`src/hw/rtl/agstep_pkg.sv`:
```
// Shared types and constants of the adaptive gradient step block.
// Depends on nothing; every other file imports it.
`timescale 1ns / 1ps

package agstep_pkg;

   localparam int CMD_W      = 2;
   localparam int INDEX_W    = 16;
   localparam int VALUE_W    = 32;
   localparam int CLASS_W    = 2;
   localparam int MODE_W     = 2;
   localparam int FACTOR_W   = 16;
   localparam int CSR_IDX_W  = 3;
   localparam int CSR_DATA_W = 32;

   // input commands
   localparam logic [CMD_W-1:0] CMD_GRAD   = 2'd0;
   localparam logic [CMD_W-1:0] CMD_TICK   = 2'd1;
   localparam logic [CMD_W-1:0] CMD_START  = 2'd2;
   localparam logic [CMD_W-1:0] CMD_UNUSED = 2'd3;

   // optimizer modes
   localparam logic [MODE_W-1:0] MODE_PLAIN   = 2'd0;
   localparam logic [MODE_W-1:0] MODE_ADAGRAD = 2'd1;
   localparam logic [MODE_W-1:0] MODE_RMSPROP = 2'd2;
   localparam logic [MODE_W-1:0] MODE_ADAM    = 2'd3;

   // register indexes
   localparam logic [CSR_IDX_W-1:0] CSR_MODE      = 3'd0;
   localparam logic [CSR_IDX_W-1:0] CSR_POS_RATE  = 3'd1;
   localparam logic [CSR_IDX_W-1:0] CSR_COL_RATE  = 3'd2;
   localparam logic [CSR_IDX_W-1:0] CSR_TEX_RATE  = 3'd3;
   localparam logic [CSR_IDX_W-1:0] CSR_TRN_RATE  = 3'd4;
   localparam logic [CSR_IDX_W-1:0] CSR_DECAY_FAC = 3'd5;
   localparam logic [CSR_IDX_W-1:0] CSR_DECAY_PER = 3'd6;

   localparam logic [MODE_W-1:0]   MODE_RESET   = MODE_ADAM;
   localparam logic [VALUE_W-1:0]  RATE_RESET   = 32'd6554;
   localparam logic [FACTOR_W-1:0] FACTOR_RESET = 16'd49152;
   localparam logic [FACTOR_W-1:0] PERIOD_RESET = 16'd100;

   localparam logic [47:0] SAT_POS_MAG = 48'h0000_7FFF_FFFF;
   localparam logic [47:0] SAT_NEG_MAG = 48'h0000_8000_0000;
   localparam logic [47:0] STORE_MAX   = 48'h0000_7FFF_FFFF;

   typedef enum logic [1:0] {
      OP_GRAD,
      OP_TICK,
      OP_START
   } op_type;

   typedef struct packed {
      op_type                     op;
      logic [INDEX_W-1:0]         index;
      logic signed [VALUE_W-1:0]  gradient;
      logic [CLASS_W-1:0]         rate_class;
   } entry_type;

   typedef struct packed {
      logic      valid;
      entry_type entry;
   } queue_out_type;

   typedef struct packed {
      logic [MODE_W-1:0]         mode;
      logic [3:0][VALUE_W-1:0]   rates;
      logic [FACTOR_W-1:0]       factor;
      logic [FACTOR_W-1:0]       period;
   } cfg_type;

   typedef enum logic [3:0] {
      ST_CLEAR,
      ST_IDLE,
      ST_REM,
      ST_READ,
      ST_UPDATE,
      ST_SQRT,
      ST_DIV,
      ST_CLAMP,
      ST_SCALE,
      ST_SAT,
      ST_DECAY
   } back_state_type;

endpackage

```
`src/hw/rtl/agstep_if.sv`:
```


interface agstep_csr_if import agstep_pkg::*; ();
   logic                  valid;
   logic                  ready;
   logic [CSR_IDX_W-1:0]  index;
   logic [CSR_DATA_W-1:0] data;

   modport source (output valid, index, data, input ready);
   modport sink (input valid, index, data, output ready);
endinterface

```
`src/hw/rtl/agstep_csr.sv`:
```
// Configuration registers of the adaptive gradient step block.
// Depends on agstep_pkg and agstep_csr_if.
`timescale 1ns / 1ps

module agstep_csr import agstep_pkg::*; (
   input  logic         clock,
   input  logic         reset,
   agstep_csr_if.sink   csr,
   output cfg_type      cfg
);

   cfg_type cfg_ff;

   assign csr.ready = 1'b1;
   assign cfg       = cfg_ff;

   always_ff @(posedge clock) begin
      if (reset) begin
         cfg_ff.mode   <= MODE_RESET;
         cfg_ff.rates  <= {4{RATE_RESET}};
         cfg_ff.factor <= FACTOR_RESET;
         cfg_ff.period <= PERIOD_RESET;
      end else if (csr.valid) begin
         unique case (csr.index)
            CSR_MODE:      cfg_ff.mode     <= csr.data[MODE_W-1:0];
            CSR_POS_RATE:  cfg_ff.rates[0] <= csr.data;
            CSR_COL_RATE:  cfg_ff.rates[1] <= csr.data;
            CSR_TEX_RATE:  cfg_ff.rates[2] <= csr.data;
            CSR_TRN_RATE:  cfg_ff.rates[3] <= csr.data;
            CSR_DECAY_FAC: cfg_ff.factor   <= csr.data[FACTOR_W-1:0];
            CSR_DECAY_PER: cfg_ff.period   <= csr.data[FACTOR_W-1:0];
            default: ;
         endcase
      end
   end

endmodule

```
`src/flat_wrapper.sv`:
```
// flat-port wrapper written by rule: the top's interface ports become plain ports
module agstep_csr_flat import agstep_pkg::*;
  (clock, reset, cfg, csr_valid, csr_index, csr_data, csr_ready);
  agstep_csr_if csr_i ();
  input  logic clock;
  input  logic reset;
  output cfg_type cfg;
  input wire logic [$bits(csr_i.valid)-1:0] csr_valid;
  input wire logic [$bits(csr_i.index)-1:0] csr_index;
  input wire logic [$bits(csr_i.data)-1:0] csr_data;
  output wire logic [$bits(csr_i.ready)-1:0] csr_ready;
  assign csr_i.valid = csr_valid;
  assign csr_i.index = csr_index;
  assign csr_i.data = csr_data;
  assign csr_ready = csr_i.ready;
  agstep_csr u_core (.clock(clock), .reset(reset), .csr(csr_i), .cfg(cfg));
endmodule
```
`config.mk`:
```
export PLATFORM = sky130hd
export DESIGN_NAME = agstep_csr_flat
export DESIGN_NICKNAME = d
export VERILOG_FILES = /design/src/hw/rtl/agstep_pkg.sv /design/src/hw/rtl/agstep_if.sv /design/src/hw/rtl/agstep_csr.sv /design/src/flat_wrapper.sv
export SDC_FILE = /design/constraint.sdc
export NUM_CORES = 1
export LEC_CHECK = 0
export BUFFER_PORTS_ARGS = -buffer_cell sky130_fd_sc_hd__buf_2
export CORE_UTILIZATION = 55
export CTS_CLUSTER_DIAMETER = 120
export DETAILED_ROUTE_END_ITERATION = 8
export PLACE_DENSITY = 0.85
export SLEW_MARGIN = 20
export SYNTH_ARGS = -nofsm -noshare
export SYNTH_HDL_FRONTEND = slang
export SYNTH_SLANG_ARGS = --single-unit
```
`constraint.sdc`:
```
create_clock -name clock -period 2.45 [get_ports clock]
set_input_delay 0.49 -clock clock [delete_from_list [all_inputs] [get_ports clock]]
set_output_delay 0.49 -clock clock [all_outputs]
set_load 0.05 [all_outputs]
```
# Word level (Yosys, flattened, before mapping)

Cells that the tools add are included.

Register bits after elaboration: 162
Input port bits: 38
Output and inout bits: 163
Word-level logic and storage cells: 21

Reductions and logical operators: 8
Equal/unequal tests: 6

Operators by type and width:

| cell               | count |
|---|---|
| $reduce_and 2->1   | 7 |
| $eq 3x3->1 const B | 3 |
| $eq 3x2->1 const B | 2 |
| $eq 3x1->1 const B | 1 |
| $logic_not 3->1    | 1 |

# Logic depth before layout (Yosys ltp)

Depth in word-level cells: 2
Mapped depth: 6
Gate-level depth less buffers: 2

# Worst setup path before layout

No wires, ideal clock.

Path kind: input to register
Start point: in csr_index[0]
End point: reg u_core.cfg_ff (netlist bit u_core.cfg[85])
Data required time: 2378 ps
Buffers on the path: 3
Slack: 1056 ps
Cell stages on the path: 5
Data arrival time: 1322 ps
Library setup time: 72 ps
Cells stage by stage: buf_4 and4bb_1 buf_6 buf_6 mux2i_1

Word-level cells in the longest chain between the ends: 2

RTL lines:

| element                           | line              | RTL |
|---|---|---|
| from (decl)                       | flat_wrapper.sv:9 | `input wire logic [$bits(csr_i.index)-1:0] csr_index;` |
| $eq 3x2->1                        | agstep_csr.sv:24  | `unique case (csr.index)` |
| $reduce_and 2->1 (no source line) | -                 |  |
| to (decl)                         | agstep_csr.sv:12  | `cfg_type cfg_ff;` |

No other way between the ends.
A chain may end at the register's enable or synchronous reset.

# Worst setup path after layout

Start point: reg u_core.cfg_ff (netlist bit u_core.cfg[18])
End point: out cfg[18] (netlist name)

RTL lines:

| element   | line              | RTL |
|---|---|---|
| to (decl) | flat_wrapper.sv:7 | `output cfg_type cfg;` |

No word-level cell between the ends.

==> impl_metrics.csv <==
group,metric,value,unit
logic_synthesis,netlist_top_cells_count,"162 x dfxtp_1, 162 x mux2i_1, 159 x nand2b_1",
cells_and_area,largest_register_ffs,162,
place,globalplace.congestion,0.829,
sta,worst_slack,904,ps
cells_and_area,diodes,0,
place,dp_cells,900,
place,postPlaceCellArea,0.00752,mm^2
cts,cts.sinks,162,
pwr,p_per_area,737,mW/mm^2
cells_and_area,drive_gt1_share,32.1,%
logic_synthesis,synth_area_leaders,"dfxtp_1 50%, mux2i_1 25%, nand2b_1 15%",
detailed_routing,drt_iter0_markers,249,
detailed_routing,drcViolationCount,0,
cts,cts_buffer_depth,2,
detailed_routing,via_per_inst,5.10,
setup_path,arrival,1060,ps
sta,setup_violations,0,
detailed_routing,firstDrtPassIters,4,
pwr,p_leak,4.18,nW
sta,rsz0062_at_grt,"false",
min_path,min_to,"u_core.cfg[31]",
setup_path,worstSetupStartpointType,"flip-flop",
sta,hold_viol_final,0,
cells_and_area,final_util,70.9,%
die,fp.dieW,111,um
sta,finalCriticalPeriod,1550,ps
job,cap_violations,0,
setup_path,required,1960,ps
setup_path,critPathBufInv,1,
detailed_routing,wl_per_cell,16.3,um
cts,cts-root-buf,"clkbuf_16",
logic_synthesis,synth-seq-cells,162,
logic_synthesis,yosysWarnings,0,
min_path,worstHoldPathType,"input pin to flip-flop",
logic_synthesis,async_flop_share,0,%
sta,relSlewSlack,54.9,%
grt,grt_pass1_wl,24500,um
setup_path,cp_slowest_cell,"dfxtp_1",
cts,cts_setup_buffers,0,
run_status,status,"complete, no violations",
grt,grt_pass1_vias,4840,
setup_path,reg2reg_to,"u_core.cfg[67]",
logic_synthesis,synthFlopType,"dfxtp_1",
detailed_routing,wirelength,15200,um
cts,clk_pin_slew,70,ps
die,die_area,0.0123,mm^2
cts,cts_htree_levels,4,
setup_path,critPathMaxStageDelay,360,ps
setup_path,critical_path_class,"flip-flop to output port",
setup_path,reg2reg_slack,1770,ps
sta,drv_slew,0,
die,ioPinCount,201,
die,num_rows,39,
die,core,0.0115,mm^2
logic_synthesis,synthCells,588,
min_path,holdCritStartpoint,"csr_data[15]",
cells_and_area,stdcell_area,0.00813,mm^2
pwr,irDropWorstVdd,0.457,mV
cts,clk_latency,410,ps
cts,cts_tree,"done",
logic_synthesis,synth_edf_count,0,
sta,hold_ws,359,ps
setup_path,r2r_start,"u_core.cfg[67]",
logic_synthesis,synth_top_area_share,49.8,%
cts,cts-resized-gates,0,
cells_and_area,final_nets,814,
logic_synthesis,syn_area,0.00652,mm^2
sta,worst_pin_slew,675,ps
place,dpl.hpwl,10900,um
sta,fin_worst_skew,0,ps
setup_path,worstPathCellList,"buf_2",
logic_synthesis,synth.avg_cell_area,11.1,um^2
cells_and_area,instances_no_fill,932,
setup_path,crit_family,"flip-flops",
grt,antenna_found_initial,1,
sta,max_freq,647,MHz
logic_synthesis,synthesis.nets,626,
logic_synthesis,ys_types,17,
logic_synthesis,ys_seq_area_share,49.8,%
sta,period_share,63.1,%
detailed_routing,antenna_left,0,
place,post-place-ws,632,ps
cts,holdBufCountCts,0,
place,io_buffer_count,199,
setup_path,cp-end-kind,"output port",
sta,setup_tns,0,ps
cts,cts_buffers,17,
grt,grt_max_degree,63,
grt,grt-ovfl-total,0,
die,start_util,56.8,%
cells_and_area,area_growth,24.7,%
setup_path,cp_max_fo,2,
setup_path,r2r_cells,2,
die,die_h,111,um
grt,grt_usage,25.2,%
detailed_routing,vias,4757,
pwr,finalPower,5.99,mW
logic_synthesis,yosysTopAreaCell,"dfxtp_1",
min_path,hold_depth,3,
-- kinds of logic (layout without fill, tap and decap cells) --
| kind of cell | count (synthesis) | in the layout | synth area share [%] |
|---|---|---|---|
| mux | 162 | 162 | 24.9 |
| buf+inv | 45 | 246 | 5.01 |
| simple gates | 218 | 218 | 20.3 |
| other cells | 1 | 1 | 0.0575 |
| flops | 162 | 162 | 49.8 |
-- cell type report --
cell class                 instances  area, um^2
multi-input combinational        381        2980
clock inverter                    13         149
tap                              143         179
fill                             818        3340
clock buffer                      19         453
sequential                       162        3240
timing repair buffer             214        1120
-- worst register-to-register path, stage by stage, from the launching register on --
cell     delay (ps)
dfxtp_1         320
nor2_1          140
mux2i_1          90
-- cell usage in the layout, fill, tap and decap left out, types with 3 or more instances in the layout --
cell / instances
nand2b_1: 159
nor2_1: 48
buf_4: 15
clkinvlp_4: 3
mux2i_1: 162
buf_2: 198
dfxtp_1: 162
clkbuf_16: 17
inv_6: 6
-- report_power, final --
part | switching, mW | internal, mW | total (mW)
registers | 0.0312 | 2.69 | 2.72
clock network | 1.10 | 1.58 | 2.68
logic | 0.398 | 0.184 | 0.582
-- worst max path at each step --
stage / startpoint / end / slack (ps) / depth (start not counted)
2_1_floorplan: csr_index[0] / u_core.cfg[85] / 1060 / 5
3_3_place_gp: csr_valid / u_core.cfg[12] / 760 / 3
3_5_place_dp: csr_valid / u_core.cfg[11] / 630 / 3
4_1_cts: u_core.cfg[18] / cfg[18] / 900 / 1
5_1_grt: u_core.cfg[0] / cfg[0] / 860 / 1
6_report: u_core.cfg[18] / cfg[18] / 900 / 1
-- routing by layer --
layer	global-route usage, %	part of all wire [%]	up-vias
li1	-	-	2314
met1	30.3	43	2265
met2	41.9	48	145
met3	6.62	5.0	33
met4	12.0	3.1	0
met5	0	0	-
Note: power is estimated with default switching activity, not from simulation.
