<file path="src/hw/rtl/agstep_pkg.sv">
// Shared types and constants of the adaptive gradient step block.
// Depends on nothing; every other file imports it.
`timescale 1ns / 1ps

package agstep_pkg;

   localparam int CMD_W      = 2;
   localparam int INDEX_W    = 16;
   localparam int VALUE_W    = 32;
   localparam int CLASS_W    = 2;
   localparam int MODE_W     = 2;
   localparam int FACTOR_W   = 16;
   localparam int CSR_IDX_W  = 3;
   localparam int CSR_DATA_W = 32;

   // input commands
   localparam logic [CMD_W-1:0] CMD_GRAD   = 2'd0;
   localparam logic [CMD_W-1:0] CMD_TICK   = 2'd1;
   localparam logic [CMD_W-1:0] CMD_START  = 2'd2;
   localparam logic [CMD_W-1:0] CMD_UNUSED = 2'd3;

   // optimizer modes
   localparam logic [MODE_W-1:0] MODE_PLAIN   = 2'd0;
   localparam logic [MODE_W-1:0] MODE_ADAGRAD = 2'd1;
   localparam logic [MODE_W-1:0] MODE_RMSPROP = 2'd2;
   localparam logic [MODE_W-1:0] MODE_ADAM    = 2'd3;

   // register indexes
   localparam logic [CSR_IDX_W-1:0] CSR_MODE      = 3'd0;
   localparam logic [CSR_IDX_W-1:0] CSR_POS_RATE  = 3'd1;
   localparam logic [CSR_IDX_W-1:0] CSR_COL_RATE  = 3'd2;
   localparam logic [CSR_IDX_W-1:0] CSR_TEX_RATE  = 3'd3;
   localparam logic [CSR_IDX_W-1:0] CSR_TRN_RATE  = 3'd4;
   localparam logic [CSR_IDX_W-1:0] CSR_DECAY_FAC = 3'd5;
   localparam logic [CSR_IDX_W-1:0] CSR_DECAY_PER = 3'd6;

   localparam logic [MODE_W-1:0]   MODE_RESET   = MODE_ADAM;
   localparam logic [VALUE_W-1:0]  RATE_RESET   = 32'd6554;
   localparam logic [FACTOR_W-1:0] FACTOR_RESET = 16'd49152;
   localparam logic [FACTOR_W-1:0] PERIOD_RESET = 16'd100;

   localparam logic [47:0] SAT_POS_MAG = 48'h0000_7FFF_FFFF;
   localparam logic [47:0] SAT_NEG_MAG = 48'h0000_8000_0000;
   localparam logic [47:0] STORE_MAX   = 48'h0000_7FFF_FFFF;

   typedef enum logic [1:0] {
      OP_GRAD,
      OP_TICK,
      OP_START
   } op_type;

   typedef struct packed {
      op_type                     op;
      logic [INDEX_W-1:0]         index;
      logic signed [VALUE_W-1:0]  gradient;
      logic [CLASS_W-1:0]         rate_class;
   } entry_type;

   typedef struct packed {
      logic      valid;
      entry_type entry;
   } queue_out_type;

   typedef struct packed {
      logic [MODE_W-1:0]         mode;
      logic [3:0][VALUE_W-1:0]   rates;
      logic [FACTOR_W-1:0]       factor;
      logic [FACTOR_W-1:0]       period;
   } cfg_type;

   typedef enum logic [3:0] {
      ST_CLEAR,
      ST_IDLE,
      ST_REM,
      ST_READ,
      ST_UPDATE,
      ST_SQRT,
      ST_DIV,
      ST_CLAMP,
      ST_SCALE,
      ST_SAT,
      ST_DECAY
   } back_state_type;

endpackage

</file>
<file path="src/hw/rtl/agstep_if.sv">
// Channel interfaces of the adaptive gradient step block: request, response, csr write.
// Depends on agstep_pkg.
`timescale 1ns / 1ps

interface agstep_req_if import agstep_pkg::*; ();
   logic                      valid;
   logic                      ready;
   logic [CMD_W-1:0]          command;
   logic [INDEX_W-1:0]        element_index;
   logic signed [VALUE_W-1:0] gradient;
   logic [CLASS_W-1:0]        rate_class;

   modport source (output valid, command, element_index, gradient, rate_class, input ready);
   modport sink (input valid, command, element_index, gradient, rate_class, output ready);
endinterface


</file>
<file path="src/hw/rtl/agstep_front.sv">
// Front end: accepts request transfers, classifies the command and queues the item.
// Depends on agstep_pkg and agstep_req_if.
`timescale 1ns / 1ps

module agstep_front import agstep_pkg::*; (
   input  logic          clock,
   input  logic          reset,
   agstep_req_if.sink    req,
   input  logic          pop,
   output queue_out_type head
);

   entry_type  slot_ff [2];
   logic       wptr_ff, wptr_in;
   logic       rptr_ff, rptr_in;
   logic [1:0] fill_ff, fill_in;
   logic       accept, push;
   entry_type  entry;

   assign req.ready = (fill_ff != 2'd2);
   assign accept    = req.valid && req.ready;

   // drop the unused command at the door
   always_comb begin
      entry.index      = req.element_index;
      entry.gradient   = req.gradient;
      entry.rate_class = req.rate_class;
      entry.op         = OP_GRAD;
      push             = accept;
      unique case (req.command)
         CMD_GRAD:  entry.op = OP_GRAD;
         CMD_TICK:  entry.op = OP_TICK;
         CMD_START: entry.op = OP_START;
         default:   push     = 1'b0;
      endcase
   end

   assign wptr_in = push ? ~wptr_ff : wptr_ff;
   assign rptr_in = pop ? ~rptr_ff : rptr_ff;
   assign fill_in = 2'(fill_ff + {1'b0, push} - {1'b0, pop});

   assign head.valid = (fill_ff != 2'd0);
   assign head.entry = slot_ff[rptr_ff];

   always_ff @(posedge clock) begin
      if (reset) begin
         wptr_ff <= 1'b0;
         rptr_ff <= 1'b0;
         fill_ff <= 2'd0;
      end else begin
         wptr_ff <= wptr_in;
         rptr_ff <= rptr_in;
         fill_ff <= fill_in;
      end
   end

   always_ff @(posedge clock) begin
      if (push) slot_ff[wptr_ff] <= entry;
   end

endmodule

</file>
<file path="src/flat_wrapper.sv">
// flat-port wrapper written by rule: the top's interface ports become plain ports
module agstep_front_flat import agstep_pkg::*;
  (clock, reset, pop, head, req_valid, req_command, req_element_index, req_gradient, req_rate_class, req_ready);
  agstep_req_if req_i ();
  input  logic clock;
  input  logic reset;
  input  logic pop;
  output queue_out_type head;
  input wire logic [$bits(req_i.valid)-1:0] req_valid;
  input wire logic [$bits(req_i.command)-1:0] req_command;
  input wire logic [$bits(req_i.element_index)-1:0] req_element_index;
  input wire logic [$bits(req_i.gradient)-1:0] req_gradient;
  input wire logic [$bits(req_i.rate_class)-1:0] req_rate_class;
  output wire logic [$bits(req_i.ready)-1:0] req_ready;
  assign req_i.valid = req_valid;
  assign req_i.command = req_command;
  assign req_i.element_index = req_element_index;
  assign req_i.gradient = req_gradient;
  assign req_i.rate_class = req_rate_class;
  assign req_ready = req_i.ready;
  agstep_front u_core (.clock(clock), .reset(reset), .req(req_i), .pop(pop), .head(head));
endmodule
</file>
<file path="config.mk">
export PLATFORM = sky130hd
export DESIGN_NAME = agstep_front_flat
export DESIGN_NICKNAME = d
export VERILOG_FILES = /design/src/hw/rtl/agstep_pkg.sv /design/src/hw/rtl/agstep_if.sv /design/src/hw/rtl/agstep_front.sv /design/src/flat_wrapper.sv
export SDC_FILE = /design/constraint.sdc
export NUM_CORES = 1
export LEC_CHECK = 0
export ABC_AREA = 1
export CAP_MARGIN = 10
export CELL_PAD_IN_SITES_DETAIL_PLACEMENT = 1
export CELL_PAD_IN_SITES_GLOBAL_PLACEMENT = 2
export CORE_ASPECT_RATIO = 2
export CORE_UTILIZATION = 30
export CTS_CLUSTER_DIAMETER = 100
export DETAILED_ROUTE_END_ITERATION = 10
export DONT_BUFFER_PORTS = 1
export HOLD_SLACK_MARGIN = 0.02
export PLACE_DENSITY_LB_ADDON = 0.2
export SYNTH_ARGS = -nofsm -noshare
export SYNTH_HDL_FRONTEND = slang
export SYNTH_SLANG_ARGS = --single-unit
</file>
<file path="constraint.sdc">
create_clock -name clock -period 4.4 [get_ports clock]
set_clock_uncertainty 0.1 [all_clocks]
set_input_delay 0.88 -clock clock [delete_from_list [all_inputs] [get_ports clock]]
set_output_delay 0.88 -clock clock [all_outputs]
set_load 0.02 [all_outputs]
</file>
# Word level (Yosys, flattened, before mapping)
# Memories as Yosys holds them, arrays and structs flattened. A register that Yosys moved wholly into a read port is not among the register bits.
# Index checks and enable logic that the tools add are counted.
[totals] ramBits=104 ff_bits=4 out_inout_bits=54 mem_count=1
[memory_table] name="u_core.slot_ff" words=2 word_bits=52 rd=1 rd_ports_with_merged_regs=1 write_ports=1 line="agstep_front.sv:13" text="entry_type slot_ff [2];"
[classes] n_addsub=2 muxes=6 bitwise_logic=2 n_reduce_logical=4 n_eq_ne=3
[ops] op="$mux 1" count=5
[ops] op="$pmux 2 s2" count=1
[ops] op="$reduce_or 3->1" count=1
[ops] op="$add 2x1->2" count=1
[ops] op="$eq 2x1->1 const B" count=1
[ops] op="$eq 2x2->1 const B" count=1
[ops] op="$logic_not 2->1" count=1
[ops] op="$ne 2x2->1 const B" count=1
[ops] op="$not 1->1" count=2
[ops] op="$reduce_bool 2->1" count=1
[ops] op="$sub 2x1->2" count=1
[ops] op="$logic_and 1x1->1" count=1

# Depth between registers and ports, before layout
# Gate-level depths: netlist of run 1.
[logic_depth] ltp_word=5 ltp_mapped=9 ltp_nobuf=9

# Worst setup path before layout of run 1
# No wires, ideal clock.
[synth_timing] kind="input port to flip-flop" start="input req_command[0]" end="memory u_core.slot_ff[0][0] (netlist bit), enable pin" n_path_buf=0 path_stages=5 setup_ns=0.462 arrival_time_ns=3.395 t_required_ns=3.838 path_slack_ns=0.444 cell_sequence="nand2_1 nand2_1 nor2_1 inv_1 nor2_1"
[synth_between] elab_chain_len=5
[synth_lines] item="from (decl)" line="flat_wrapper.sv:10" text="input wire logic [$bits(req_i.command)-1:0] req_command;"
[synth_lines] item="$eq 2x1->1 (tied with other cells)" line="agstep_front.sv:30" text="unique case (req.command)"
[synth_lines] item="$reduce_or 3->1 (no source line) (*)"
[synth_lines] item="$mux 1 (*)" line="agstep_front.sv:30"
[synth_lines] item="$mux 1 (*)" line="agstep_front.sv:58" text="if (push) slot_ff[wptr_ff] <= entry;"
[synth_lines] item="$mux 1 (not written as such) (*)" line="agstep_front.sv:58"
[synth_lines] item="to (decl)" line="agstep_front.sv:13"
# Mark *: on every way between the ends. The rest lies on a longest branch, timed or not.

==> impl_metrics.ini, run 1 <==
[place]
numPortBuffers = 0
place_congestion = 0.656
dp_hpwl_mm = 4.78

[final_layout]
seqCellArea_um2 = 3230
fill_cells = 1428
multi_input_comb_area_um2 = 906
area_delta_synth_final_pct = 11.3
layout_common_cells = 104 x edfxtp_1, 50 x mux2_4, 10 x inv_1, 10 x nand2_1, 9 x clkbuf_16
layout.nets = 268
n_antenna_cell = 0
final_common_cell = edfxtp_1
drive_gt1_share_pct = 33.3

[logic_synthesis]
muxShareOfSynthArea_pct = 18.1
synth_adder_area_share_pct = 0.293
yosysSeqAreaShare_pct = 75.5
yosysUniqueCellTypes = 17
synth_top_family_by_area = multiplexers
syn_area_um2 = 4270
synth_warnings = 0
ys_ff_latch = 109
synth_fp_nets = 261
syn_avg_cell_area_um2 = 20.9
synth_cells = 204
synth_compound_area_share_pct = 0.234
synthXorXnorAreaFrac_pct = 0.205
synthSimpleGateAreaFrac_pct = 2.08

[floorplanning]
io_pins = 110
fp.dieW_um = 86.4
start_util_pct = 30.7
fp.dieArea_um2 = 14700
core_area_um2 = 13900
row_count = 61
die_h_um = 171

[global_routing]
antenna_found_initial = 0
grt_max_degree = 53
grt-ovfl-total = 0
grt_pass1_vias = 1829
grt_pass1_wl_mm = 10.5
grt_usage_pct = 10.3

[run]
maxCapViolations = 0

[route]
avgViaCountPerCell = 4.25
ant_nets = 0
drtIter0Drc = 57
finalWirelength_mm = 7.35
dr.pass1.iters = 4
vias = 1721
wl_per_cell_um = 18.2
drc = 0

[clock_tree]
cts_tree = yes
htree_levels = 3
path_clk_slew_ns = 0.07
post-cts-setup-buffer-count = 0
numClockSinks = 109
post_cts_resized = 0
cts_buffer_depth = 2
clkLatencyLatePin_ns = 0.34
cts-buffers-inserted = 9
clockRootBuffer = clkbuf_16
hold_buffers = 0

[pwr]
p_leak_nw = 1.66
power_density_nw_per_um2 = 492
ir_drop_mv = 0.185

[setup_path]
required_ns = 3.42
cp.arrival_ns = 1.86
crit_buf_inv = 0
worstPathMaxFanout = 52
end_kind = output pin
slowest_stage = dfxtp_4
crit_family = flip-flops
critPathMaxStageDelay_ns = 1.00
crit_type = reg2out
start_kind = flip-flop
worstPathCellList = mux2_2

[timing]
relSlewSlack_pct = 33.2
rsz0062_at_grt = false
hold_viol_final = 0
final_max_slew_viol_count = 0
period_minus_slack_ns = 2.84
tightest_slew_ns = 1.00
fin_worst_hold_slack_ns = 0.419
finalSetupViolCount = 0
tns_ns = 0
finalCritPeriodShare_pct = 64.6
clock.fmax_mhz = 352

[status]
outcome = finished clean

[worst_hold_path]
hold_class = reg2reg
## flip-flops by register name, indices dropped and copies added, names as in the netlist, named ones only
name	flops
u_core.fill_ff	2
u_core.rptr_ff	1
u_core.slot_ff	104
u_core.wptr_ff	1
## path summary, 6_finish.rpt
kind / startpoint / to / slack, ns / cells past startpoint
worst min register to register: u_core.rptr_ff$_SDFFE_PP0P_ / flip-flop / 0.42 / 2
worst max register to register: u_core.fill_ff[1]$_SDFF_PP0_ / u_core.slot_ff[0][3]$_DFFE_PP_ / 2.25 / 6
worst max-delay path: flip-flop / head[51] / 1.56 / 1
worst min-delay path: u_core.rptr_ff$_SDFFE_PP0P_ / flip-flop / 0.42 / 2
## power by group
part / internal [mW] / total (mW) / switching [mW]
logic: 0.109 / 0.264 / 0.156
clock network: 0.464 / 0.816 / 0.352
registers: 1.21 / 1.26 / 0.0430
total: 1.79 / 2.34 / 0.551
## worst min-delay path, stage by stage (launching register included)
cell     delay, ns
dfxtp_1       0.33
xnor2_1       0.09
nor2_1        0.07
## kinds of logic (layout without fill, tap and decap cells)
| logic type | count (synthesis) | in the layout |
|---|---|---|
| AO/OA/AOI/OAI | 2 | 2 |
| multiplexers | 52 | 52 |
| XOR/XNOR | 1 | 1 |
| flip-flops | 109 | 109 |
| adder cells (fa/ha/maj) | 1 | 1 |
| buffers and inverters | 17 | 29 |
| AND/OR/NAND/NOR | 22 | 22 |
## cell usage after synthesis, drive strengths merged
cell type / number / area share (%)
a21oi: 1 / 0.12
buf: 6 / 2.6
dfxtp: 5 / 2.3
edfxtp: 104 / 73
ha: 1 / 0.29
inv: 11 / 0.97
mux2: 52 / 18
nand2: 10 / 0.88
nand3: 1 / 0.12
nand4: 1 / 0.15
nor2: 10 / 0.94
o21ai: 1 / 0.12
xnor2: 1 / 0.21
## layer usage
| layer | share of wire [%] | wire length (µm) | global-route usage (%) | vias up |
|---|---|---|---|---|
| li1 | - | - | - | 778 |
| met1 | 33 | 2390 | 9.59 | 862 |
| met2 | 56 | 4090 | 18.0 | 70 |
| met3 | 8.6 | 633 | 4.63 | 11 |
| met4 | 3.3 | 239 | 6.16 | 0 |
| met5 | 0 | 0 | 0 | - |
## cell type report
class | instances | share of cell area (%)
well taps | 189 | 4.97
multi-input cells | 78 | 19.1
repair buffers | 2 | 0.842
clock buffers | 12 | 5.19
clock inverters | 4 | 1.18
inverters | 11 | 0.869
flip-flops and latches | 109 | 67.9
## through the flow
step,instance area [µm²],total power [mW],worst slack (ns),utilization [%],cells
after floorplan,4270,1.52,0.444,-,204
after global placement,4450,1.55,1.67,32.0,389
after detailed placement,4450,1.55,1.64,32.0,389
after CTS,4750,2.38,1.48,34.2,405
after global routing,4750,2.43,1.44,34.2,405
final,4750,2.34,1.56,34.2,405
Note: power is estimated with default switching activity, not from simulation.
==> inputs of run 2 (changes only) <==
Settings changed: ABC_AREA 1 to 0.
Clock period 4.4 ns to 3 ns, I/O delays scaled along.
==> impl_metrics.ini, run 2 <==
[status]
outcome = finished clean

[timing]
finalCritPeriodShare_pct = 80.9
rsz0062_at_grt = false
tns_ns = 0
relSlewSlack_pct = 66.9
fin_worst_hold_slack_ns = 0.219
finalSetupViolCount = 0
tightest_slew_ns = 0.497
period_minus_slack_ns = 2.43
hold_viol_final = 0
clock.fmax_mhz = 412
final_max_slew_viol_count = 0

[final_layout]
largest_register_ffs = 104
area_delta_synth_final_pct = 11.5
n_antenna_cell = 0
top_regs = u_core.slot_ff (104), u_core.fill_ff (2)
largest-register = u_core.slot_ff
layout_common_cells = 104 x edfxtp_1, 50 x mux2_4, 9 x clkbuf_16, 5 x buf_4, 4 x dfxtp_1
layout.nets = 259
final_common_cell = edfxtp_1
drive_gt1_share_pct = 39.1

[clock_tree]
clkLatencyLatePin_ns = 0.33
cts-buffers-inserted = 9
hold_buffers = 0
numClockSinks = 109
cts_tree = yes
path_clk_slew_ns = 0.07
cts_buffer_depth = 2
htree_levels = 3
clockRootBuffer = clkbuf_16
post-cts-setup-buffer-count = 0
post_cts_resized = 0

[route]
finalWirelength_mm = 7.47
drc = 0
wl_per_cell_um = 18.9
avgViaCountPerCell = 4.36
vias = 1725
dr.pass1.iters = 4
ant_nets = 0
drtIter0Drc = 59

[setup_path]
worstPathMaxFanout = 23
crit_buf_inv = 1
crit_type = reg2out
cp.arrival_ns = 1.73
reg2reg_slack_ns = 1.12
slowest_stage = dfxtp_4
critPathMaxStageDelay_ns = 0.62
end_kind = output pin
start_kind = flip-flop
reg2reg_depth = 4
crit_family = flip-flops
critical_path_depth = 2
required_ns = 2.30
worstPathCellList = buf_4 > mux2_4

[global_routing]
grt_pass1_wl_mm = 10.5
antenna_found_initial = 0
grt_pass1_vias = 1931
grt_usage_pct = 10.2
grt-ovfl-total = 0
grt_max_degree = 40

[floorplanning]
fp.dieArea_um2 = 14800
start_util_pct = 30.8
die_h_um = 171
fp.dieW_um = 86.5
core_area_um2 = 13900
io_pins = 110
row_count = 61

[logic_synthesis]
yosysSeqAreaShare_pct = 75.2
syn_avg_cell_area_um2 = 22.4
ys.flop_type = edfxtp_1
synth_cells = 191
ys_ff_latch = 109
synth_fp_nets = 248
synth_top_cell_area_share_pct = 72.9
synth_area_leaders = edfxtp_1 73%, mux2_4 18%, buf_12 2.3%
yosysUniqueCellTypes = 27
synthArstFlopShare_pct = 0
synth_edf_count = 104
yosysMostFrequentCell = edfxtp_1
syn_area_um2 = 4280
yosys.area.top_type = edfxtp_1
synth_common_cells = 104 x edfxtp_1, 50 x mux2_4, 5 x buf_12, 5 x dfxtp_1
synth_warnings = 0

[run]
maxCapViolations = 0

[place]
numPortBuffers = 0
place_congestion = 0.627
dp_hpwl_mm = 5.20

[pwr]
ir_drop_mv = 0.288
power_density_nw_per_um2 = 721
p_leak_nw = 1.65

[worst_hold_path]
hold_depth = 1
hold_class = in2reg
-- run 2: cell types whose count changed in the layout (fill, tap and decap cells not counted), sizes merged, moves of 4 or more --
cell,delta
inv,-9
buf,+4
nor2,-8
clkinv,+4
nand2,-10
-- run 2: area by class of cell --
cell class              count  area, µm²
clock buffers               9        225
clock inverters             7       72.6
fillers                  1402       9110
inverters                   3       11.3
multi-input cells          73        946
flip-flops and latches    109       3230
well taps                 189        236
repair buffers              6       57.6
-- run 2: per-layer routing --
metal  wire, µm  part of all wire, %  vias up  track usage, %
met1       2370                   32      889            8.25
met3        581                  7.8       10            4.25
li1           -                    -      765               -
met2       4320                   58       61            19.5
met4        196                  2.6        0            6.30
met5          0                    0        -               0
-- run 2: cells by family (layout without fill, tap and decap cells) --
family	Yosys count	in the layout	synth area share (%)
xor+xnor	2	2	0.409
simple gates	11	11	1.87
flops	109	109	75.2
mux	52	52	18.0
buf+inv	9	25	2.86
compound gates	7	7	1.28
fa+ha+maj	1	1	0.292
-- run 2: report_power, final --
group / switching [mW] / leakage [nW] / internal [mW]
Combinational: 0.267 / 0.498 / 0.177
Sequential: 0.0474 / 1.00 / 1.79
Clock: 0.510 / 0.145 / 0.650
-- run 2: final timing paths --
check / endpoint / from
setup / recovery: head[13] / flip-flop
hold / removal: flip-flop / reset
setup reg to reg: u_core.slot_ff[1][42]$_DFFE_PP_ / u_core.fill_ff[1]$_SDFF_PP0_
hold reg to reg: u_core.rptr_ff$_SDFFE_PP0P_ / u_core.rptr_ff$_SDFFE_PP0P_
-- run 2: per-stage QoR --
| stage | setup WS, ns | utilization, % | cells | instance area (µm²) | total power [mW] |
|---|---|---|---|---|---|
| 6_report | 0.573 | 34.4 | 396 | 4780 | 3.44 |
| 5_1_grt | 0.478 | 34.4 | 396 | 4780 | 3.58 |
| 4_1_cts | 0.495 | 34.4 | 396 | 4780 | 3.51 |
| 3_5_place_dp | 0.866 | 32.2 | 380 | 4480 | 2.33 |
| 3_3_place_gp | 0.928 | 32.2 | 380 | 4480 | 2.31 |
| 2_1_floorplan | 0.365 | - | 191 | 4290 | 2.27 |
